[src/rtl/lacmc_pkg.sv]
package lacmc_pkg;

  localparam int unsigned MvW  = 15;
  localparam int unsigned CurW = 11;
  localparam int unsigned MeasW = 12;
  localparam int unsigned TickW = 8;
  localparam int unsigned CfgIdxW = 4;

  typedef enum logic [3:0] {
    MODE_BOOT    = 4'd0,
    MODE_HOLDOFF = 4'd1,
    MODE_TOP     = 4'd2,
    MODE_FLOAT   = 4'd3,
    MODE_INUSE   = 4'd4,
    MODE_EMPTY   = 4'd5,
    MODE_DISC    = 4'd6,
    MODE_MAYBE   = 4'd7,
    MODE_FAULTY  = 4'd8,
    MODE_MONITOR = 4'd9
  } mode_e;

  typedef enum logic [CfgIdxW-1:0] {
    CFG_TOP_V      = 4'd0,
    CFG_FLOAT_V    = 4'd1,
    CFG_EMPTY_V    = 4'd2,
    CFG_FAULTY_V   = 4'd3,
    CFG_NEED_TOP_V = 4'd4,
    CFG_CHARGE_I   = 4'd5,
    CFG_FINISH_I   = 4'd6,
    CFG_SETTLE     = 4'd7
  } cfg_idx_e;

  // register reset values
  localparam logic [MvW-1:0]   RstTopMv     = 15'd14400;
  localparam logic [MvW-1:0]   RstFloatMv   = 15'd13800;
  localparam logic [MvW-1:0]   RstEmptyMv   = 15'd11500;
  localparam logic [MvW-1:0]   RstFaultyMv  = 15'd10500;
  localparam logic [MvW-1:0]   RstNeedTopMv = 15'd12600;
  localparam logic [CurW-1:0]  RstChargeMa  = 11'd360;
  localparam logic [MeasW-1:0] RstFinishMa  = 12'd60;
  localparam logic [TickW-1:0] RstSettle    = 8'd5;

  // fixed thresholds
  localparam logic [MvW-1:0]   OffMv      = 15'd100;
  localparam logic [MvW-1:0]   DiscMv     = 15'd1000;
  localparam logic [MvW:0]     InMarginMv = 16'd500;
  localparam logic [MeasW-1:0] MinMa      = 12'd20;
  localparam logic [CurW-1:0]  MaxChgMa   = 11'd2000;
  localparam logic [CurW-1:0]  RstCurMa   = 11'd100;

  typedef struct packed {
    logic [MvW-1:0]   top_mv;
    logic [MvW-1:0]   float_mv;
    logic [MvW-1:0]   empty_mv;
    logic [MvW-1:0]   faulty_mv;
    logic [MvW-1:0]   need_top_mv;
    logic [CurW-1:0]  charge_ma;
    logic [MeasW-1:0] finish_ma;
    logic [TickW-1:0] settle_ticks;
  } cfg_t;

  typedef struct packed {
    mode_e          mode;
    logic           enable;
    logic [MvW-1:0] volt_mv;
    logic [CurW-1:0] cur_ma;
    logic           waiting;
  } result_t;

endpackage

[src/rtl/lacmc_cfg_regs.sv]
module lacmc_cfg_regs (
  input  logic                          clk_i,
  input  logic                          rst_ni,
  input  logic                          cfg_we_i,
  input  logic [lacmc_pkg::CfgIdxW-1:0] cfg_idx_i,
  input  logic [lacmc_pkg::MvW-1:0]     cfg_wdata_i,
  output lacmc_pkg::cfg_t               cfg_o
);
  import lacmc_pkg::*;

  cfg_t cfg_q, cfg_d;

  always_comb begin
    cfg_d = cfg_q;
    if (cfg_we_i) begin
      case (cfg_idx_i)
        CFG_TOP_V:      cfg_d.top_mv       = cfg_wdata_i;
        CFG_FLOAT_V:    cfg_d.float_mv     = cfg_wdata_i;
        CFG_EMPTY_V:    cfg_d.empty_mv     = cfg_wdata_i;
        CFG_FAULTY_V:   cfg_d.faulty_mv    = cfg_wdata_i;
        CFG_NEED_TOP_V: cfg_d.need_top_mv  = cfg_wdata_i;
        CFG_CHARGE_I:   cfg_d.charge_ma    = cfg_wdata_i[CurW-1:0];
        CFG_FINISH_I:   cfg_d.finish_ma    = cfg_wdata_i[MeasW-1:0];
        CFG_SETTLE:     cfg_d.settle_ticks = cfg_wdata_i[TickW-1:0];
        default:        cfg_d = cfg_q;  // out-of-range index: dropped
      endcase
    end
  end

  always_ff @(posedge clk_i or negedge rst_ni) begin
    if (!rst_ni) begin
      cfg_q.top_mv       <= RstTopMv;
      cfg_q.float_mv     <= RstFloatMv;
      cfg_q.empty_mv     <= RstEmptyMv;
      cfg_q.faulty_mv    <= RstFaultyMv;
      cfg_q.need_top_mv  <= RstNeedTopMv;
      cfg_q.charge_ma    <= RstChargeMa;
      cfg_q.finish_ma    <= RstFinishMa;
      cfg_q.settle_ticks <= RstSettle;
    end else begin
      cfg_q <= cfg_d;
    end
  end

  assign cfg_o = cfg_q;

endmodule

[src/rtl/lacmc_mode_core.sv]
module lacmc_mode_core (
  input  logic                        clk_i,
  input  logic                        rst_ni,
  input  logic                        step_i,
  input  logic [lacmc_pkg::MvW-1:0]   vin_i,
  input  logic [lacmc_pkg::MvW-1:0]   bat_i,
  input  logic [lacmc_pkg::MeasW-1:0] cur_i,
  input  lacmc_pkg::cfg_t             cfg_i,
  output lacmc_pkg::result_t          res_o
);
  import lacmc_pkg::*;

  mode_e            mode_q, mode_d;
  logic [TickW-1:0] settle_q, settle_d;
  logic             top_st_q, top_st_d;
  logic             flt_st_q, flt_st_d;
  logic [MvW-1:0]   volt_q, volt_d;
  logic [CurW-1:0]  curc_q, curc_d;
  logic             en_q, en_d;
  logic             waited;

  always_comb begin
    logic [MeasW-1:0] cur;
    logic             disc, susp, fault_hit, fault_wait, done;
    mode_e            fault_mode, mw;

    cur = (cur_i < MinMa) ? '0 : cur_i;

    disc       = bat_i < DiscMv;
    susp       = bat_i < cfg_i.faulty_mv;
    fault_hit  = disc || susp;
    fault_wait = !disc && (mode_q != MODE_FAULTY) && (mode_q != MODE_MAYBE);
    fault_mode = disc ? MODE_DISC : (fault_wait ? MODE_MAYBE : MODE_FAULTY);

    mode_d   = mode_q;
    settle_d = settle_q;
    top_st_d = top_st_q;
    flt_st_d = flt_st_q;
    volt_d   = volt_q;
    curc_d   = curc_q;
    en_d     = en_q;
    waited   = 1'b0;
    done     = 1'b0;
    mw       = mode_q;

    if (settle_q != '0) begin
      settle_d = settle_q - 8'd1;
      waited   = 1'b1;
    end else if ({1'b0, vin_i} < ({1'b0, bat_i} + InMarginMv)) begin
      // supply too low: run from battery
      volt_d = OffMv;
      if (fault_hit) begin
        en_d   = 1'b0;
        mode_d = fault_mode;
        if (fault_wait) settle_d = cfg_i.settle_ticks;
      end else if (bat_i < cfg_i.empty_mv || mode_q == MODE_EMPTY) begin
        en_d   = 1'b0;
        mode_d = MODE_EMPTY;
      end else begin
        en_d   = 1'b1;
        mode_d = MODE_INUSE;
      end
    end else begin
      if (mode_q == MODE_MONITOR && !fault_hit && bat_i >= cfg_i.need_top_mv) begin
        done = 1'b1;  // battery still full, keep monitoring
      end
      if (!done && mode_q != MODE_TOP && mode_q != MODE_FLOAT) begin
        if (fault_hit) begin
          en_d   = 1'b0;
          mode_d = fault_mode;
          if (fault_wait) settle_d = cfg_i.settle_ticks;
          done   = 1'b1;
        end else if (mode_q != MODE_BOOT && mode_q != MODE_HOLDOFF) begin
          settle_d = cfg_i.settle_ticks;
          mode_d   = MODE_HOLDOFF;
          done     = 1'b1;
        end else begin
          top_st_d = 1'b0;
          flt_st_d = 1'b0;
          mw       = (bat_i < cfg_i.need_top_mv) ? MODE_TOP : MODE_FLOAT;
          mode_d   = mw;
        end
      end
      if (!done) begin
        curc_d = (cfg_i.charge_ma > MaxChgMa) ? MaxChgMa : cfg_i.charge_ma;
        if (mw == MODE_TOP) begin
          volt_d = cfg_i.top_mv;
          if (!top_st_d) begin
            top_st_d = 1'b1;
            settle_d = cfg_i.settle_ticks;
            done     = 1'b1;
          end else if (cfg_i.finish_ma > cur) begin
            mode_d = MODE_FLOAT;
          end
        end else if (mw == MODE_FLOAT) begin
          volt_d = cfg_i.float_mv;
          if (!flt_st_d) begin
            flt_st_d = 1'b1;
            settle_d = cfg_i.settle_ticks;
            done     = 1'b1;
          end
        end
      end
      if (!done) begin
        if (cur == '0) begin
          volt_d   = OffMv;
          mode_d   = MODE_MONITOR;
          settle_d = cfg_i.settle_ticks;
        end
        en_d = 1'b1;
      end
    end
  end

  always_ff @(posedge clk_i or negedge rst_ni) begin
    if (!rst_ni) begin
      mode_q   <= MODE_BOOT;
      settle_q <= RstSettle;
      top_st_q <= 1'b0;
      flt_st_q <= 1'b0;
      volt_q   <= OffMv;
      curc_q   <= RstCurMa;
      en_q     <= 1'b0;
    end else if (step_i) begin
      mode_q   <= mode_d;
      settle_q <= settle_d;
      top_st_q <= top_st_d;
      flt_st_q <= flt_st_d;
      volt_q   <= volt_d;
      curc_q   <= curc_d;
      en_q     <= en_d;
    end
  end

  assign res_o.mode    = mode_d;
  assign res_o.enable  = en_d;
  assign res_o.volt_mv = volt_d;
  assign res_o.cur_ma  = curc_d;
  assign res_o.waiting = waited;

endmodule

[src/rtl/lead_acid_charge_mode_controller_unit.sv]
// Lead-acid charger mode controller.
//
// Input channel (in_valid_i/in_ready_o): one measurement word per one-second
// tick: supply voltage, battery voltage (mV) and charge current (mA).
// Output channel (out_valid_o/out_ready_i): exactly one result word per input
// word: charger mode, load switch enable, buck voltage and current commands,
// and a flag telling whether the tick only ran down the settle countdown.
// Config port: cfg_we_i/cfg_idx_i/cfg_wdata_i write one threshold register
// per cycle; write only while no word is in flight.
//
// Pipeline: an accepted input word enters the input register, then the mode
// logic takes it into the result register. Throughput: one word per cycle while
// the receiver does not stall; the mode update for a word is one compare-and-select
// pass, done in the cycle it moves from the input register to the result register.
//
// Reset: mode boot, settle countdown at 5, buck 100 mV / 100 mA, load off,
// registers at their defaults, both pipeline registers empty.
// Receiver stall: the result word holds; one more word can still sit in the
// input register, after which in_ready_o drops.
module lead_acid_charge_mode_controller_unit (
  input  logic                                clk_i,
  input  logic                                rst_ni,
  // measurement words
  input  logic                                in_valid_i,
  output logic                                in_ready_o,
  input  logic [lacmc_pkg::MvW-1:0]           input_mv_i,
  input  logic [lacmc_pkg::MvW-1:0]           battery_mv_i,
  input  logic [lacmc_pkg::MeasW-1:0]         charge_ma_i,
  // result words
  output logic                                out_valid_o,
  input  logic                                out_ready_i,
  output logic [3:0]                          charger_mode_o,
  output logic                                output_enable_o,
  output logic [lacmc_pkg::MvW-1:0]           buck_voltage_mv_o,
  output logic [lacmc_pkg::CurW-1:0]          buck_current_ma_o,
  output logic                                waiting_o,
  // config writes
  input  logic                                cfg_we_i,
  input  logic [lacmc_pkg::CfgIdxW-1:0]       cfg_idx_i,
  input  logic [lacmc_pkg::MvW-1:0]           cfg_wdata_i
);
  import lacmc_pkg::*;

  cfg_t    cfg;
  result_t res;

  // input register
  logic             in_vld_q;
  logic [MvW-1:0]   vin_q, bat_q;
  logic [MeasW-1:0] cur_q;

  // result register
  logic    out_vld_q;
  result_t out_q;

  logic adv;   // result register free to take a new word
  logic step;  // word in input register is processed this cycle

  assign adv        = !out_vld_q || out_ready_i;
  assign step       = in_vld_q && adv;
  assign in_ready_o = !in_vld_q || adv;

  lacmc_cfg_regs u_cfg (
    .clk_i       (clk_i),
    .rst_ni      (rst_ni),
    .cfg_we_i    (cfg_we_i),
    .cfg_idx_i   (cfg_idx_i),
    .cfg_wdata_i (cfg_wdata_i),
    .cfg_o       (cfg)
  );

  lacmc_mode_core u_core (
    .clk_i  (clk_i),
    .rst_ni (rst_ni),
    .step_i (step),
    .vin_i  (vin_q),
    .bat_i  (bat_q),
    .cur_i  (cur_q),
    .cfg_i  (cfg),
    .res_o  (res)
  );

  always_ff @(posedge clk_i or negedge rst_ni) begin
    if (!rst_ni) begin
      in_vld_q <= 1'b0;
    end else if (in_ready_o) begin
      in_vld_q <= in_valid_i;
    end
  end

  always_ff @(posedge clk_i) begin
    if (in_valid_i && in_ready_o) begin
      vin_q <= input_mv_i;
      bat_q <= battery_mv_i;
      cur_q <= charge_ma_i;
    end
  end

  always_ff @(posedge clk_i or negedge rst_ni) begin
    if (!rst_ni) begin
      out_vld_q <= 1'b0;
    end else if (adv) begin
      out_vld_q <= in_vld_q;
    end
  end

  always_ff @(posedge clk_i) begin
    if (step) begin
      out_q <= res;
    end
  end

  assign out_valid_o       = out_vld_q;
  assign charger_mode_o    = out_q.mode;
  assign output_enable_o   = out_q.enable;
  assign buck_voltage_mv_o = out_q.volt_mv;
  assign buck_current_ma_o = out_q.cur_ma;
  assign waiting_o         = out_q.waiting;

endmodule

[config.mk]
export PLATFORM = sky130hd
export DESIGN_NAME = lead_acid_charge_mode_controller_unit
export DESIGN_NICKNAME = d
export VERILOG_FILES = /design/src/rtl/lacmc_pkg.sv /design/src/rtl/lacmc_cfg_regs.sv /design/src/rtl/lacmc_mode_core.sv /design/src/rtl/lead_acid_charge_mode_controller_unit.sv
export SDC_FILE = /design/constraint.sdc
export NUM_CORES = 1
export LEC_CHECK = 0
export BUFFER_PORTS_ARGS = -buffer_cell sky130_fd_sc_hd__buf_4
export CAP_MARGIN = 30
export CORE_ASPECT_RATIO = 1.5
export CORE_MARGIN = 5
export CORE_UTILIZATION = 51
export DETAILED_ROUTE_END_ITERATION = 6
export PLACE_DENSITY = 0.75
export SYNTH_ARGS = -nofsm -noshare
export SYNTH_HDL_FRONTEND = slang
export SYNTH_SLANG_ARGS = --single-unit
[constraint.sdc]
create_clock -name clk_i -period 5.1 [get_ports clk_i]
set_clock_uncertainty 0.05 [all_clocks]
set_input_delay 0 -clock clk_i [delete_from_list [all_inputs] [get_ports clk_i]]
set_output_delay 0 -clock clk_i [all_outputs]
set_load 0.005 [all_outputs]
== Yosys cells after proc, flatten, opt, wreduce, memory -nomap -nowiden ==
Index checks and enable logic that the tools add are counted.

* Register bits: 223
* Input bits: 66
* Output and inout port bits: 34
* Word-level logic and storage cells: 172

* Add/sub/neg operators: 2
* $lt $le $gt $ge: 9
* Equality and inequality tests: 17
* Multiplexer cells: 85
* Bitwise operators: 2
* Reduce and logical (&&, ||, !) cells: 32

{| class="wikitable"
|+ Operator list
! operator !! count
|-
| two-way mux 8 bit || 14
|-
| two-way mux 15 bit || 7
|-
| two-way mux 4 bit || 19
|-
| < comparator 15 bit || 3
|-
| two-way mux 11 bit || 4
|-
| two-way mux 1 bit || 40
|-
| equality test 4 x 3 -> 1 bit, second input constant || 5
|-
| AND reduction 2 bit || 9
|-
| adder 15 x 9 -> 16 bit, second input constant || 1
|-
| equality test 4 x 2 -> 1 bit, second input constant || 4
|-
| < comparator 15 x 16 -> 1 bit || 1
|-
| greater-or-equal comparator 15 bit || 1
|-
| < comparator 15 x 10 -> 1 bit, second input constant || 1
|-
| greater-than comparator 12 bit || 1
|-
| logical NOT 12 bit || 1
|-
| < comparator 12 x 5 -> 1 bit, second input constant || 1
|-
| two-way mux 12 bit || 1
|-
| greater-than comparator 11 bit, second input constant || 1
|-
| logical AND 1 bit || 9
|-
| inequality test 4 x 2 -> 1 bit, second input constant || 2
|-
| nonzero test 8 bit || 1
|-
| subtractor 8 x 1 -> 8 bit, second input constant || 1
|-
| logical NOT 1 bit || 5
|-
| equality test 4 x 1 -> 1 bit, second input constant || 1
|-
| other kinds (10) || 14
|}

== Depth between registers and ports, before layout ==
Gate-level depths: netlist of run 1.

* Depth in word-level cells: 23
* Gate-level depth with buffers: 16
* Gate-level depth less buffers: 14

== Cells and area by module ==
Synthesis of run 1 repeated with hierarchy kept, for this count alone.

* Cell total of the unflattened synthesis: 973
* Area, all modules: 11,404.7 um^2

{| class="wikitable"
|+ By module, submodules not included
! module !! instances !! cells an instance !! area an instance (um^2) !! seq. area each (um^2)
|-
| lacmc_mode_core || 1 || 658 || 4,983.5 || 1,036.0
|-
| lacmc_cfg_regs || 1 || 233 || 4,095.2 || 2,702.6
|-
| lead_acid_charge_mode_controller_unit || 1 || 82 || 2,326.0 || 2,272.2
|}

== Least setup slack after synthesis of run 1 ==
No wires, ideal clock.

* Path kind: register -> register
* From: register bat_q[5]
* To: register u_core.settle_q[1]
* Data arrival time: 3.491 ns
* Data required time: 4.924 ns
* Setup slack: 1.433 ns
* Cell stages (with the launch flop): 14
* Path buffers: 1
* Path through: edfxtp_1 > or4_1 > or3_1 > nand2_1 > xor2_1 > ha_1 > o211a_1 > a211oi_1 > or4_4 > o22ai_4 > buf_6 > o32a_1 > o31ai_4 > a311o_1

* Cells in the longest elaborated chain, start to end: 23
* Elaborated cells on any way between the ends: 62
* Those cells by class: add/sub: 1; order compare: 5; eq/ne: 3; mux: 42; reduce/logical: 11

{| class="wikitable"
|+ RTL lines
! element !! line !! source
|-
| start, declared || lead_acid_charge_mode_controller_unit.sv:49 || <nowiki>logic [MvW-1:0] vin_q, bat_q;</nowiki>
|-
| start signal, assigned || lead_acid_charge_mode_controller_unit.sv:94 || <nowiki>bat_q <= battery_mv_i;</nowiki>
|-
| < comparator 15 x 10 -> 1 bit or < comparator 15 bit (tied branches) || lacmc_mode_core.sv:29, lacmc_mode_core.sv:30 ||
|-
| logical OR 1 bit || lacmc_mode_core.sv:31 || <nowiki>fault_hit = disc || susp;</nowiki>
|-
| logical NOT 1 bit || lacmc_mode_core.sv:64 || <nowiki>if (mode_q == MODE_MONITOR && !fault_hit && bat_i >= cfg_i.need_top_mv) begin</nowiki>
|-
| logical AND 1 bit (2 in series) || lacmc_mode_core.sv:64 ||
|-
| two-way mux 1 bit || lacmc_mode_core.sv:64 ||
|-
| two-way mux 1 bit || lacmc_mode_core.sv:49 || <nowiki>end else if ({1'b0, vin_i} < ({1'b0, bat_i} + InMarginMv)) begin</nowiki>
|-
| two-way mux 1 bit || lacmc_mode_core.sv:46 || <nowiki>if (settle_q != '0) begin</nowiki>
|-
| logical NOT 1 bit || lacmc_mode_core.sv:67 || <nowiki>if (!done && mode_q != MODE_TOP && mode_q != MODE_FLOAT) begin</nowiki>
|-
| [... 6 more ...] || n/a ||
|-
| two-way mux 1 bit || lacmc_mode_core.sv:95 || <nowiki>end else if (mw == MODE_FLOAT) begin</nowiki>
|-
| two-way mux 1 bit || lacmc_mode_core.sv:86 || <nowiki>if (mw == MODE_TOP) begin</nowiki>
|-
| two-way mux 1 bit || lacmc_mode_core.sv:84 || <nowiki>if (!done) begin</nowiki>
|-
| two-way mux 1 bit || lacmc_mode_core.sv:49 ||
|-
| two-way mux 1 bit || lacmc_mode_core.sv:46 ||
|-
| two-way mux 8 bit || lacmc_mode_core.sv:104 || <nowiki>if (!done) begin</nowiki>
|-
| two-way mux 8 bit || lacmc_mode_core.sv:49 ||
|-
| two-way mux 8 bit || lacmc_mode_core.sv:46 ||
|-
| end signal, assigned || lacmc_mode_core.sv:118 || <nowiki>settle_q <= RstSettle;</nowiki>
|-
| end signal, assigned || lacmc_mode_core.sv:126 || <nowiki>settle_q <= settle_d;</nowiki>
|-
| end, declared || lacmc_mode_core.sv:14 || <nowiki>logic [TickW-1:0] settle_q, settle_d;</nowiki>
|}

Several ways; a longest one is shown, not always the timed one. The select of a mux whose other input is x is not followed.
A chain may end at the register's enable or synchronous reset.

== Worst setup path after layout of run 1 ==
* From: register bat_q[7]
* To: register u_core.settle_q[6]

The elaborated chain is that of the path after synthesis.

==> results of run 1 <==
==> kinds of logic (layout without fill, tap and decap cells) <==
logic type               Yosys count  in the layout  share of synthesized area
AO/OA/AOI/OAI                    223            223                      0.137
flip-flops                       223            223                      0.534
AND/OR/NAND/NOR                  221            221                      0.101
multiplexers                     106            106                      0.106
buffers and inverters             95            276                     0.0352
adder cells (fa/ha/maj)           71             71                     0.0789
XOR/XNOR                          10             10                    0.00778
==> path summary, 6_finish.rpt <==
check / to / slack [ns] / cells past startpoint
max: u_core.settle_q[6] / 0.77 / 13
min: u_cfg.cfg_o[26] / 0.06 / 4
max reg2reg: u_core.settle_q[6] / 0.77 / 13
min reg2reg: u_core.curc_q[6] / 0.43 / 2
max in group asynchronous: u_cfg.cfg_o[76] / 3.28 / 5
min in group asynchronous: u_cfg.cfg_o[55] / 0.37 / 3
==> worst max-delay path, stage by stage (launching register included) <==
cell      delay (ns)
edfxtp_1        0.53
or4_1           0.57
or3_1           0.38
nand4_1         0.13
xor2_1          0.18
ha_1            0.20
o211a_1         0.16
a211oi_1        0.05
or4_4           0.55
o22ai_4         0.18
buf_4           0.29
and3_4          0.25
nand2_1         0.33
o32ai_1         0.38
==> per-layer routing <==
layer	GRT usage	routed length [um]	share of wire
met1	0.249	10500	0.39
met5	0	0	0
met4	0.0681	688	0.026
met3	0.0286	1180	0.044
met2	0.395	14400	0.54
==> layout make-up <==
class / count / share of cell area
timing repair buffer: 172 / 0.108
multi-input combinational: 631 / 0.356
clock buffer: 30 / 0.0464
sequential: 223 / 0.441
inverter: 64 / 0.0176
tap: 272 / 0.0250
clock inverter: 10 / 0.00560
==> stage by stage <==
stage	instance area [um^2]	setup slack, ns	hold slack [ns]	util
floorplan	11300	1.43	-0.346	-
global route	13600	0.484	0.0590	0.627
finish	13600	0.771	0.0579	0.627
global placement	12200	0.919	0.128	0.564
detailed placement	12200	0.769	0.127	0.564
CTS	13600	0.768	0.0434	0.626
==> state kept, by name (all words and copies together), names as in the netlist <==
register	flops
bat_q	15
buck_current_ma_o	11
buck_voltage_mv_o	15
charger_mode_o	4
cur_q	12
in_vld_q	1
out_valid_o	1
output_enable_o	1
u_cfg.cfg_o	106
u_core.curc_q	11
u_core.en_q	1
u_core.flt_st_q	1
u_core.mode_q	4
u_core.settle_q	8
u_core.top_st_q	1
u_core.volt_q	15
vin_q	15
waiting_o	1
==> cell usage in the layout (no fill, tap or decap), types with 18 or more instances in the layout <==
cell           instances
a21oi_1               37
a22oi_1               36
buf_4                106
clkbuf_16             23
dfrtp_1              101
dfstp_2               48
dlygate4sd3_1         64
edfxtp_1              74
ha_1                  71
inv_1                 62
mux2_2               105
nand2_1               93
nor2_1                28
o21ai_0               53
o21ai_1               18
==> timing repair <==
action,4_1_cts,5_1_grt
setup buffers,0,0
hold buffers,63,1
endpoints found under the hold margin,218,2
==> power groups by stage <==
stage	clock, mW	sequential (mW)	combinational (mW)
floorplan	0	2.39	0.871
global placement	0	2.44	1.15
detailed placement	0	2.45	1.18
CTS	1.62	2.42	1.23
global route	1.70	2.46	1.38
finish	1.59	2.43	1.23
==> run_results.csv, run 1 <==
group,metric,value,unit
die,io-pin-count,100,
power,switchingPower,1.55,mW
clocking,cts_tree,"done",
hold_path,hp-start,"cfg_idx_i[1]",
yosys,synth_commonest_cells,"105 x mux2_2, 101 x dfrtp_1, 93 x nand2_1",
outcome,status,"complete, no violations",
place,place_inst,1297,
place,gp_congestion,0.889,
routing,wl,26800,um
setup_path,cp.arrival,4.68,ns
yosys,ys_types,83,
yosys,syn_inst,949,
routing,dr.pass1.iters,5,
timing,setup_viol,0,
setup_path,critPathLaunchType,"flop",
cells_and_area,final-seq-area,0.00601,mm^2
clocking,cts_root_buf,"clkbuf_16",
yosys,ys_ff_latch,223,
timing,finalHoldViolCount,0,
yosys,synth_top_area_share,0.225,
yosys,synth-edff-count,74,
power,ir_drop,0.275,mV
die,coreArea,0.0217,mm^2
cells_and_area,synthToLayoutAreaGrowth,21.0,%
power,intPower,3.71,mW
clocking,clk_latency,0.51,ns
cells_and_area,nNetsFinal,1251,
cells_and_area,num_antenna_cells,0,
power,p_seq_frac,0.462,
cells_and_area,multi_input_comb_area,0.00485,mm^2
die,start_util,0.518,
yosys,synth_area,0.0113,mm^2
setup_path,critPathKind,"reg -> reg",
die,die_x,131,um
routing,drc,0,
clocking,cts_resized,0,
power,pwr-share-clk,0.303,
timing,drv_slew,0,
place,dp_hpwl,18200,um
die,die_h,192,um
yosys,ys_async_sr_fraction,0.668,
hold_path,hp-class,"in -> reg",
yosys,ys.flop_type,"dfrtp_1",
clocking,clock_sinks,223,
setup_path,rr_startpoint,"bat_q[7]",
yosys,synth.area.top_cells,"dfrtp_1 22%, edfxtp_1 20%, dfstp_2 11%",
yosys,avgSynthCellArea,11.9,um^2
clocking,cts_buffers,22,
setup_path,critPathLaunch,"bat_q[7]",
routing,viasPerCell,5.79,
timing,fmax,0.231,GHz
timing,min_period,4.33,ns
yosys,synth_largest_area_cell,"dfrtp_1",
timing,rsz0062_at_grt,"false",
routing,ant_nets,0,
clocking,clkTransAtPathRegs,0.06,ns
place,portBuffers,99,
grt,first_global_vias,8294,
timing,setup_tns,0,ns
yosys,ys_seq_area_frac,0.534,
yosys,synth.most_common_cell,"mux2_2",
power,p_total,5.25,mW
timing,fin_crit_sh,0.849,
power,swShare,0.294,
routing,vias,8113,
timing,slew_headroom,0.345,
clocking,clockBufferDepth,3,
grt,grt_max_degree,105,
yosys,ys_warn_count,0,
power,p_per_area,386,mW/mm^2
grt,grt_usage,0.211,
routing,drt_iter0_drc,496,
timing,tightest_slew,0.980,ns
grt,grt_pass1_wl,43300,um
setup_path,required,5.45,ns
setup_path,cp-end-kind,"flop",
routing,wire_per_inst,19.1,um
cells_and_area,nFillCells,1694,
die,rows,66,
yosys,syn_nets,1086,
cells_and_area,drive_gt1_frac,0.287,
grt,globalRoute.totalOverflow,0,
clocking,htree_levels,1,
cells_and_area,stdcell_count,1402,
power,power_leakage,5.84,nW
die,die-area,0.0252,mm^2
job,cap_violations,0,
setup_path,path_max_fanout,20,
grt,antenna_found_initial,0,
power,power_frac_comb,0.235,
Note: power is estimated with default switching activity, not from simulation.
==> run 2: changes to the inputs <==
clock period = 4.3 ns   (was 5.1 ns; I/O delays follow)
==> run_results.csv, run 2 (same netlist as run 1, synthesis figures left out) <==
group,metric,value,unit
setup_path,cp.arrival,4.14,ns
die,io-pin-count,100,
power,p_per_area,452,mW/mm^2
cells_and_area,largest_reg_flops,106,
setup_path,required,4.50,ns
clocking,clk_latency,0.51,ns
routing,ant_nets,0,
power,power_leakage,5.85,nW
place,place_ws,0.358,ns
die,die_x,131,um
clocking,cts_setup_buffers,0,
setup_path,path_cells,"or4_1 > or3_1 > nand2_1 > xor2_1 > ha_1 > o21ai_0 > nor2_1 > nor4_1 > o22ai_4 > buf_4 > and2_1 > a21oi_1 > o21ai_0 > mux2_2",
timing,finalHoldViolCount,0,
setup_path,cp-end-kind,"flop",
routing,vias,8157,
grt,antenna_found_initial,0,
routing,wire_per_inst,19.1,um
routing,viasPerCell,5.78,
clocking,clockBufferDepth,3,
timing,setup_viol,0,
cells_and_area,drive_gt1_frac,0.292,
grt,grt_usage,0.215,
clocking,cts_root_buf,"clkbuf_16",
timing,drv_slew,0,
timing,min_period,3.94,ns
timing,hold_ws,0.0504,ns
grt,grt_pass1_wl,43900,um
outcome,status,"complete, no violations",
clocking,cts_hold_buf,62,
hold_path,hp-class,"in -> reg",
timing,fmax,0.254,GHz
routing,drc,0,
setup_path,rr_startpoint,"bat_q[7]",
place,placed_area,0.0123,mm^2
power,ir_drop,0.395,mV
timing,slew_headroom,0.385,
cells_and_area,final_util,0.627,
timing,tightest_slew,0.920,ns
clocking,clkTransAtPathRegs,0.06,ns
die,start_util,0.518,
hold_path,hp-start,"cfg_idx_i[1]",
setup_path,critPathLaunchType,"flop",
setup_path,crit_path_frequent_cell,"o21ai_0",
clocking,cts_tree,"done",
timing,setup_tns,0,ns
setup_path,path_max_fanout,20,
setup_path,cp_slowest_stage_delay,0.54,ns
cells_and_area,layout_commonest_cell,"buf_4",
clocking,cts_buffers,23,
die,die_h,192,um
cells_and_area,final_cell_mix,"117 x buf_4, 105 x mux2_2, 101 x dfrtp_1, 93 x nand2_1, 74 x edfxtp_1",
setup_path,critPathLaunch,"bat_q[7]",
clocking,cts_resized,0,
routing,wl,26900,um
timing,setup_slack,0.360,ns
cells_and_area,synthToLayoutAreaGrowth,21.0,%
grt,first_global_vias,8554,
die,rows,66,
clocking,htree_levels,1,
cells_and_area,num_antenna_cells,0,
power,p_total,6.16,mW
clocking,clock_sinks,223,
place,portBuffers,99,
setup_path,cp_slowest_cell,"or4_1",
place,gp_congestion,0.919,
timing,rsz0062_at_grt,"false",
timing,fin_crit_sh,0.916,
die,die-area,0.0252,mm^2
job,cap_violations,0,
cells_and_area,stdcell_area,0.0136,mm^2
routing,dr.pass1.iters,5,
grt,grt_max_degree,86,
setup_path,critPathKind,"reg -> reg",
cells_and_area,nFillCells,1729,
die,coreArea,0.0217,mm^2
routing,drt_iter0_drc,425,
cells_and_area,stdcell_count,1411,
place,dp_hpwl,18700,um
grt,globalRoute.totalOverflow,0,
cells_and_area,nNetsFinal,1260,
place,place_inst,1308,
run 2: cell types whose count changed in the layout (fill, tap and decap cells not counted), sizes merged:
cell         delta
buf            +10
clkinvlp        +2
dlygate4sd3     -2
bufinv          -1
run 2: final timing paths:
check | cells past startpoint | end | slack (ns)
hold reg to reg | 2 | u_core.curc_q[6] | 0.41
hold / removal | 4 | u_cfg.cfg_o[23] | 0.05
setup reg to reg | 14 | charger_mode_o[3] | 0.36
max in group asynchronous | 3 | u_cfg.cfg_o[79] | 3.08
min in group asynchronous | 2 | u_cfg.cfg_o[56] | 0.06
setup / recovery | 14 | charger_mode_o[3] | 0.36
run 2: area by class of cell:
cell class                      count  area, um^2  area share
Tap cell                          272         340      0.0250
Clock inverter                     11        61.3     0.00450
Sequential cell                   223        6010       0.441
Multi-Input combinational cell    631        4850       0.356
Inverter                           64         240      0.0176
Timing Repair Buffer              180        1510       0.111
Clock buffer                       30         612      0.0449
run 2: where the power goes:
| group | leakage (nW) | switching, mW | internal, mW | total, mW |
|---|---|---|---|---|
| registers | 2.50 | 0.235 | 2.64 | 2.87 |
| clock network | 0.325 | 0.799 | 1.00 | 1.80 |
| logic | 3.03 | 0.803 | 0.680 | 1.48 |
| total | 5.85 | 1.84 | 4.32 | 6.16 |
run 2: critical path: cells and delay by family, from the launching register on:
family                   cells  cell delay (ns)
adder cells (fa/ha/maj)      1             0.26
multiplexers                 1             0.30
AO/OA/AOI/OAI                4             0.53
XOR/XNOR                     1             0.17
flip-flops                   1             0.38
AND/OR/NAND/NOR              6             1.74
buffers and inverters        1             0.25
run 2: metal layers:
metal  track usage  part of all wire  up-vias
met5             0                 0        -
met4        0.0812             0.035        0
met3        0.0291             0.047       61
met2         0.409              0.54      206
met1         0.242              0.38     4037
li1              -                 -     3853
